$ cat config.mk
export PLATFORM = sky130hd
export DESIGN_NAME = mts_cell
export DESIGN_NICKNAME = d
export VERILOG_FILES = /design/src/sv/min_tracking_stack_macros.svh /design/src/sv/mts_pkg.sv /design/src/sv/mts_cell.sv
export SDC_FILE = /design/constraint.sdc
export NUM_CORES = 1
export LEC_CHECK = 0
export BUFFER_PORTS_ARGS = -buffer_cell sky130_fd_sc_hd__buf_2
export CORE_ASPECT_RATIO = 1.1
export CORE_MARGIN = 2
export CORE_UTILIZATION = 45
export CTS_CLUSTER_DIAMETER = 150
export DETAILED_ROUTE_END_ITERATION = 8
export HOLD_SLACK_MARGIN = 0.15
export PLACE_DENSITY = 0.85
export SYNTH_ARGS = -nofsm -noshare
export SYNTH_HDL_FRONTEND = slang
export SYNTH_SLANG_ARGS = --single-unit
$ cat constraint.sdc
create_clock -name aclk -period 3.4 [get_ports aclk]
set_input_delay 1.02 -clock aclk [delete_from_list [all_inputs] [get_ports aclk]]
set_output_delay 1.02 -clock aclk [all_outputs]
set_load 0.01 [all_outputs]
$ cat src/sv/min_tracking_stack_macros.svh
// Assertion macros for the min tracking stack.
// Included by modules that carry concurrent checks; expects aclk and aresetn in scope.
`ifndef MIN_TRACKING_STACK_MACROS_SVH
`define MIN_TRACKING_STACK_MACROS_SVH

// Check that cons holds in the same cycle whenever ante holds.
`define MTS_ASSERT_SAME(lbl, ante, cons, msg) \
    lbl: assert property (@(posedge aclk) disable iff (!aresetn) (ante) |-> (cons)) \
        else $error(msg);

// Check that cons holds in the cycle after ante holds.
`define MTS_ASSERT_NEXT(lbl, ante, cons, msg) \
    lbl: assert property (@(posedge aclk) disable iff (!aresetn) (ante) |=> (cons)) \
        else $error(msg);

`endif

$ cat src/sv/mts_pkg.sv
// Shared types and constants for the min tracking stack.
// No dependencies; used by mts_cell and min_tracking_stack.
package mts_pkg;

    localparam int DEPTH      = 64;
    localparam int DATA_WIDTH = 32;
    localparam int CNT_W      = $clog2(DEPTH + 1);

    typedef logic [DATA_WIDTH-1:0] data_t;
    typedef logic [CNT_W-1:0]      cnt_t;

    localparam cnt_t CNT_FULL = cnt_t'(DEPTH);

    // operation codes on tuser
    localparam logic OP_PUSH = 1'b0;
    localparam logic OP_POP  = 1'b1;

    // result status codes
    localparam logic [1:0] ST_DONE  = 2'd0;
    localparam logic [1:0] ST_FULL  = 2'd1;
    localparam logic [1:0] ST_EMPTY = 2'd2;

    // shift command broadcast to one row of cells
    typedef struct packed {
        logic push;
        logic pop;
    } shift_t;

endpackage

$ cat src/sv/mts_cell.sv
// One stack entry of a shifting cell row.
// Depends on mts_pkg for the data and shift command types.
module mts_cell (
    input  logic            aclk,
    input  mts_pkg::shift_t shift,
    input  mts_pkg::data_t  from_above,
    input  mts_pkg::data_t  from_below,
    output mts_pkg::data_t  data_out
);

    mts_pkg::data_t data_reg;

    // push moves entries away from the top, pop moves them toward it
    always_ff @(posedge aclk) begin
        if (shift.push) begin
            data_reg <= from_above;
        end else if (shift.pop) begin
            data_reg <= from_below;
        end
    end

    assign data_out = data_reg;

endmodule

Word-level counts from Yosys, hierarchy flattened
Index checks and enable logic that the tools add are counted.
{"block": "classes", "add_sub_neg": 0, "multipliers": 0, "div_mod_pow": 0, "n_lt_le_gt_ge": 0, "n_eq_ne": 0, "shifts": 0, "mux": 2, "bitwise_logic": 0, "n_reduce_logical": 1}
{"cell": "32-bit 2-to-1 mux", "count": 2}
{"cell": "2-bit nonzero test", "count": 1}
{"block": "word_totals", "ff_bits": 32, "latchBits": 0, "mem_bits_rw": 0, "romBits": 0, "inputBits": 67, "output_inout_bits": 32, "word_cells": 4, "memories": 0}

Depth between registers and ports, before layout
Gate-level depths: netlist of the first run.
{"block": "depth", "depth_word": 2, "depth_mapped": 3, "ltp_nobuf": 1}

Worst setup path after synthesis of the first run
OpenSTA, ideal clock, no wires.
{"block": "synth_timing", "path_kind": "input to register", "from": "input port shift[1] in the netlist's numbering", "to": "register data_reg[0], in the netlist data_out[0] (enable)", "setup_ns": 0.390, "arrival_time_ns": 2.042, "required_ns": 3.010, "path_slack_ns": 0.967, "path_stages": 3, "n_path_buf": 2, "path_cell_list": "buf_6 buf_12 or2_1"}
{"block": "synth_via", "elab_chain_len": 1}
{"element": "start: declaration", "line": "mts_cell.sv:5", "source": "input mts_pkg::shift_t shift,"}
{"element": "2-bit nonzero test (no line)"}
{"element": "end signal: assignment", "line": "mts_cell.sv:16", "source": "data_reg <= from_above;"}
{"element": "end signal: assignment", "line": "mts_cell.sv:18", "source": "data_reg <= from_below;"}
{"element": "end: declaration", "line": "mts_cell.sv:11", "source": "mts_pkg::data_t data_reg;"}
Every way passes these cells.
A chain may end at the register's enable or synchronous reset.

Final worst setup path of the first run
{"block": "layout_timing", "from": "input port shift[1] in the netlist's numbering", "to": "register data_reg[30], in the netlist data_out[30], data pin"}
{"block": "layout_via", "elab_chain_len": 1}
{"element": "32-bit 2-to-1 mux", "line": "mts_cell.sv:15", "source": "if (shift.push) begin"}
Every way passes these cells.

==> results of run 1 <==
cells by family (layout without fill, tap and decap cells):
kind of cell | after synthesis | count (layout) | share of synthesized area [%]
DFF | 32 | 32 | 63.73
buffers and inverters | 4 | 108 | 4.730
muxes | 32 | 32 | 31.12
and+or+nand+nor | 1 | 1 | 0.4152
worst max-delay path by stage:
stage	start	end	slack, ns	cells past startpoint
floorplan	shift[1]	data_out[0]$_DFFE_PP_	0.97	3
global placement	shift[1]	data_out[31]$_DFFE_PP_	1.06	3
detailed placement	shift[1]	data_out[31]$_DFFE_PP_	1.02	3
CTS	shift[1]	data_out[31]$_DFFE_PP_	1.38	3
global route	shift[1]	data_out[29]$_DFFE_PP_	1.36	3
finish	shift[1]	data_out[30]$_DFFE_PP_	1.38	3
routing by layer:
layer	GRT usage, %	up-vias
met2	28.85	58
met3	7.585	9
met5	0	-
li1	-	475
met1	14.46	449
met4	8.523	0
stage by stage:
stage	setup slack [ns]	cells
detailed placement	1.019	201
global route	1.357	209
global placement	1.062	201
finish	1.379	209
CTS	1.385	209
floorplan	0.9673	69
report_power, final:
group | internal [mW] | leakage [nW] | switching, mW
logic | 0.0980 | 0.647 | 0.0718
clock network | 0.0793 | 0.0269 | 0.117
registers | 0.484 | 0.326 | 0.0101
total | 0.661 | 1.00 | 0.199
cells in the mapped netlist:
cell	count	area [um^2]
edfxtp_1	32	960.9
or2_1	1	6.260
buf_12	3	60.06
mux2_4	29	435.4
mux2_2	3	33.78
buf_6	1	11.26
area by class of cell:
class | instances | area (um^2) | share of cell area (%)
sequential | 32 | 960.9 | 47.20
tap | 36 | 45.04 | 2.213
multi-input combinational | 33 | 475.5 | 23.36
clock inverter | 1 | 3.754 | 0.1844
clock buffer | 7 | 45.04 | 2.213
timing repair buffer | 100 | 505.5 | 24.83
==> metrics.txt, run 1 <==
Met3 Routed Length=286 um; met2 WL post-DR=1516 um; Worst slew margin=73.40%; Startpoint Class=primary input; Hold Path Stages=2; CP cell instances=buf_2 > buf_4 > mux2_2; Die W=59.19 um; core area=3276 um^2; Post-CTS Resized=0; Clk pin slew, worst setup/hold paths=0.09 ns; Area Growth Syn to Fin=35.02%; Core Util, Final=62.15%; post-route ant nets=0; # DRC=0; Final Hold Fails=0; total track usage=16.14%; Critical Path AT=2.11 ns; cell area after layout=2036 um^2; final wirelength=2866 um; crit end category=flip-flop; first-pass GRT wire length=4333 um; Hold EP=data_out[17]$_DFFE_PP_; slowest CP cell=buf_4; row count=22; Sink Count=32; cts bufs inserted=5; TritonCTS clock tree=done; Final GP Congestion=0.7288; Filler cells=251; # nets final=239; hold slack=0.9870 ns; DRT iter0 DRCs=16; largest net degree at the start of global routing=33; vias=991; synth warn=0; detailed-router iteration count before antenna repair=4; unrepaired setup endpoints after global routing=no; Syn Inst Count=69; layout cells sized above 1=79.19%; CP Data Required Time=3.49 ns; most frequent cells in the layout=98 x buf_2, 32 x edfxtp_1, 29 x mux2_4; vias per cell=4.742; antenna violations before repair=0; Post-CTS Hold Buffers=0; Ant. Diodes=0; Starting Density=46.03%; die height=64.71 um; setup TNS=0 ns; Worst-Margin Slew=0.3990 ns; Seq/Total Area, Yosys=63.73%; Fmax achieved=494.9 MHz; Mapped Nets=136; Hold/Removal Path Class=primary input to flip-flop; critical setup path kind=primary input to flip-flop; hold path startpoint=from_below[17]; Max-Cap Viols=0; GRT overflow=0; Metal-1 WL=986 um; Clock Path Buffers=2; DR WL/cell=13.71 um; CP max stage delay=0.43 ns; Slew Viols, Final=0; Syn Std Cell Area=1508 um^2; status=complete, no violations; average size of a mapped cell=21.85 um^2; cell area power density=422.4 nW/um^2; dpl cell area=1987 um^2; number of global-route vias before repair=1033; critical path buffer and inverter count=2; Tcrit/Tclk final=59.43%; PortBufs=98; Die Area=3830 um^2; crit path time final=2.021 ns; clock root buffer=clkbuf_4; Final Setup Violations=0; Largest register FFs=32; Pwr Total=0.8599 mW; delay-heaviest family, CP=buffers and inverters; library cells used by synthesis=6; commonest non-fill, non-tap cell in the layout=buf_2; VDD IR-drop max=0.0002389 V; Yosys reg bits=32; # IOs=99; post-CTS setup buffers=0; highest metal used=met4; Max Fanout on Critical Path=23; P_leak=0.9995 nW; H-tree depth=2
Note: power is estimated with default switching activity, not from simulation.
==> inputs of run 2 (changes only) <==
ABC_AREA = 1   (was unset)
CORE_UTILIZATION = 36   (was 45)
PLACE_DENSITY = 0.75   (was 0.85)
clock period = 1.75 ns   (was 3.4 ns; I/O delays follow)
==> metrics.txt, run 2 <==
average size of a mapped cell=10.23 um^2; row count=23; Post-CTS Resized=0; Worst-Margin Slew=0.7275 ns; Die Area=4408 um^2; critical path buffer and inverter count=1; Seq/Total Area, Yosys=68.57%; largest cells by area after synthesis=edfxtp_1 69%, nand2_1 26%, buf_6 3.2%; DR WL/cell=10.99 um; total track usage=15.06%; Multi-input gate area=366.6 um^2; P_leak=1.053 nW; Largest register FFs=32; vias=1202; slowest CP cell=edfxtp_1; Max-Cap Viols=0; die height=69.44 um; PortBufs=98; Post-CTS Hold Buffers=0; detailed-router iteration count before antenna repair=4; crit path time final=1.323 ns; Hold EP=data_out[3]$_DFFE_PP_; Clock Path Buffers=2; Startpoint Class=flip-flop; Hold/Removal Path Class=primary input to flip-flop; number of global-route vias before repair=1250; Post-synth ARST share=0%; Worst slew margin=51.50%; Syn Inst Count=137; Final GP Congestion=0.7878; Max Fanout on Critical Path=1; library cells used by synthesis=6; Die W=63.49 um; Area Growth Syn to Fin=40.71%; GRT overflow=0; final HPWL from detailed placement=2337 um; unrepaired setup endpoints after global routing=no; synth cell count leaders=96 x nand2_1, 32 x edfxtp_1, 4 x buf_6; post-route ant nets=0; clock root buffer=clkbuf_8; Fmax achieved=755.7 MHz; Mapped Nets=204; layout cells sized above 1=45.34%; Hold Path Stages=3; Ant. Diodes=0; Starting Density=38.04%; Sink Count=32; CP cell instances=buf_2; Filler cells=377; # nets final=303; cts bufs inserted=5; commonest non-fill, non-tap cell in the layout=buf_2; cell area power density=893.6 nW/um^2; H-tree depth=2; setup TNS=0 ns; vias per cell=4.203; Critical Path AT=0.80 ns; # DRC=0; most frequent cell after synthesis=nand2_1; crit end category=primary output; synth warn=0; Syn Std Cell Area=1401 um^2; Final Setup Violations=0; Pwr Total=1.762 mW; Final Hold Fails=0; status=complete, no violations; Yosys reg bits=32; first-pass GRT wire length=5223 um; core area=3684 um^2; Clk pin slew, worst setup/hold paths=0.06 ns; Synth area leader=edfxtp_1; VDD IR-drop max=0.0004053 V; post-CTS setup buffers=0; # IOs=99; largest net degree at the start of global routing=34; CP max stage delay=0.38 ns; final wirelength=3144 um; hold path startpoint=from_below[3]; most frequent cells in the layout=98 x buf_2, 96 x nand2_1, 32 x edfxtp_1; TritonCTS clock tree=done; DRT iter0 DRCs=51; critical setup path kind=flip-flop to primary output; Tcrit/Tclk final=75.61%; ys flop type=edfxtp_1; top-area cell type share of the netlist area=68.57%; Slew Viols, Final=0; antenna violations before repair=0; FF+latch area=960.9 um^2; CP Data Required Time=1.22 ns; Critical Path Start=data_out[21]$_DFFE_PP_; number of synthesized flops with an enable pin=32; delay-heaviest family, CP=flip-flops
run 2: cell families after synthesis:
group / share of synthesized area [%]
flip-flops: 68.57
buffers and inverters: 5.268
AND/OR/NAND/NOR: 26.16
run 2: power by group:
part           internal [mW]  total [mW]  switching (mW)
Combinational          0.132       0.292           0.160
Clock                  0.270       0.511           0.241
Sequential             0.942       0.959          0.0177
Total                   1.34        1.76           0.418
run 2: routing by layer:
layer	vias up	share of wire, %	track usage, %	routed length, um
met5	-	0	0	0
met4	0	1.3	7.488	40
met3	4	7.0	4.058	220
met2	58	55	28.89	1728
met1	509	37	14.32	1154
li1	631	-	-	-
run 2: worst max-delay path by stage:
stage | end | slack [ns] | depth (start not counted)
3_5_place_dp | data_out[13]$_DFFE_PP_ | 0.15 | 2
5_1_grt | data_out[16]$_DFFE_PP_ | 0.34 | 5
2_1_floorplan | data_out[0]$_DFFE_PP_ | 0.26 | 2
3_3_place_gp | data_out[16]$_DFFE_PP_ | 0.18 | 2
4_1_cts | data_out[29] | 0.41 | 1
6_report | data_out[21] | 0.43 | 1
run 2: layout make-up:
cell class                      instances  share of cell area [%]
Clock buffer                            6                   3.680
Tap cell                               50                   3.173
Sequential cell                        32                   48.73
Clock inverter                          1                  0.2538
Timing Repair Buffer                   99                   25.25
Multi-Input combinational cell         97                   18.59
Inverter                                1                  0.3173
run 2: per-stage QoR:
stage	util (%)	instance area (um^2)	worst slack (ns)	std cells	hold WS, ns
after floorplan	-	1401	0.2647	137	0.7036
after global placement	51.43	1894	0.1761	279	0.7898
after detailed placement	51.43	1894	0.1470	279	0.7937
after CTS	53.53	1972	0.4086	286	0.5038
after global routing	53.53	1972	0.3410	286	0.5106
final	53.53	1972	0.4268	286	0.5113
==> inputs of run 3 (changes only) <==
ABC_AREA = 0   (was 1)
CORE_UTILIZATION = 41   (was 36)
PLACE_DENSITY = 0.78   (was 0.75)
clock period = 1.3 ns   (was 1.75 ns; I/O delays follow)
==> metrics.txt, run 3 (synthesized netlist as in run 1, its figures left out) <==
status=complete, no violations; Hold Path Stages=2; hold path startpoint=from_below[9]; vias=986; Sink Count=32; Starting Density=41.91%; first-pass GRT wire length=4064 um; core area=3597 um^2; total track usage=13.94%; DRT iter0 DRCs=34; die height=67.60 um; cts bufs inserted=5; detailed-router iteration count before antenna repair=4; Core Util, Final=58.57%; Final GP Congestion=0.7325; Pwr Total=2.447 mW; unrepaired setup endpoints after global routing=no; # IOs=99; clock root buffer=clkbuf_8; PortBufs=98; crit end category=primary output; row count=23; Critical Path Start=data_out[14]$_DFFE_PP_; crit path time final=1.198 ns; antenna violations before repair=0; Worst-Margin Slew=0.4338 ns; Fmax achieved=835.0 MHz; CP cell instances=buf_2; TritonCTS clock tree=done; cell area power density=1161 nW/um^2; Die W=61.82 um; GRT overflow=0; CP max stage delay=0.38 ns; Tcrit/Tclk final=92.13%; DR WL/cell=13.69 um; Area Growth Syn to Fin=39.75%; H-tree depth=2; CP Data Required Time=0.91 ns; Max Fanout on Critical Path=1; post-CTS setup buffers=0; Largest register FFs=32; Ant. Diodes=0; Final Hold Fails=0; Worst slew margin=71.08%; VDD IR-drop max=0.0005278 V; Final Setup Violations=0; number of global-route vias before repair=958; post-route ant nets=0; most frequent cells in the layout=98 x buf_2, 32 x edfxtp_1, 29 x mux2_4; # DRC=0; vias per cell=4.402; Slew Viols, Final=0; Startpoint Class=flip-flop; commonest non-fill, non-tap cell in the layout=buf_2; Clock Path Buffers=2; Post-CTS Resized=0; non-filler cells, final=224; Critical Path AT=0.81 ns; layout cells sized above 1=79.89%; largest net degree at the start of global routing=33; placed cell count=216; Hold EP=data_out[9]$_DFFE_PP_; critical path buffer and inverter count=1; # nets final=240; Hold/Removal Path Class=primary input to flip-flop; delay-heaviest family, CP=flip-flops; P_leak=1.024 nW; critical setup path kind=flip-flop to primary output; slowest CP cell=edfxtp_1; Clk pin slew, worst setup/hold paths=0.06 ns; Max-Cap Viols=0; Post-CTS Hold Buffers=0; final wirelength=3067 um; Die Area=4179 um^2
[run 3: layout make-up]
| type | count | area [um^2] |
|---|---|---|
| clock buffers | 7 | 76.32 |
| clock inverters | 1 | 3.754 |
| fillers | 302 | 1490 |
| multi-input cells | 33 | 478.0 |
| flip-flops and latches | 32 | 960.9 |
| well taps | 50 | 62.56 |
| repair buffers | 101 | 525.5 |
[run 3: stage by stage]
step                      setup slack [ns]  hold slack, ns  TNS (ns)  cell area (um^2)
after floorplan                    0.01032          0.6075         0              1519
after global placement            -0.01121          0.6907   -0.1060              2027
after detailed placement          -0.04229          0.6938    -1.441              2027
after CTS                          0.09276          0.4086         0              2107
after global routing               0.06055          0.4062         0              2107
final                               0.1023          0.4135         0              2107
[run 3: power by group]
group          internal (mW)  total, mW  switching, mW
Sequential              1.27       1.29         0.0239
Clock                  0.372      0.698          0.326
Combinational          0.264      0.458          0.195
Total                   1.90       2.45          0.545
[run 3: worst max path at each step]
stage | depth (start not counted) | slack [ns] | to
2_1_floorplan | 3 | 0.01 | data_out[0]$_DFFE_PP_
3_3_place_gp | 3 | -0.01 | data_out[24]$_DFFE_PP_
3_5_place_dp | 3 | -0.04 | data_out[31]$_DFFE_PP_
4_1_cts | 1 | 0.09 | data_out[2]
5_1_grt | 1 | 0.06 | data_out[8]
6_report | 1 | 0.10 | data_out[14]
[run 3: per-layer routing]
| layer | up-vias | track usage [%] | share of wire [%] |
|---|---|---|---|
| li1 | 475 | - | - |
| met1 | 456 | 11.74 | 33 |
| met2 | 46 | 27.50 | 59 |
| met3 | 9 | 4.789 | 5.7 |
| met4 | 0 | 6.649 | 2.5 |
| met5 | - | 0 | 0 |
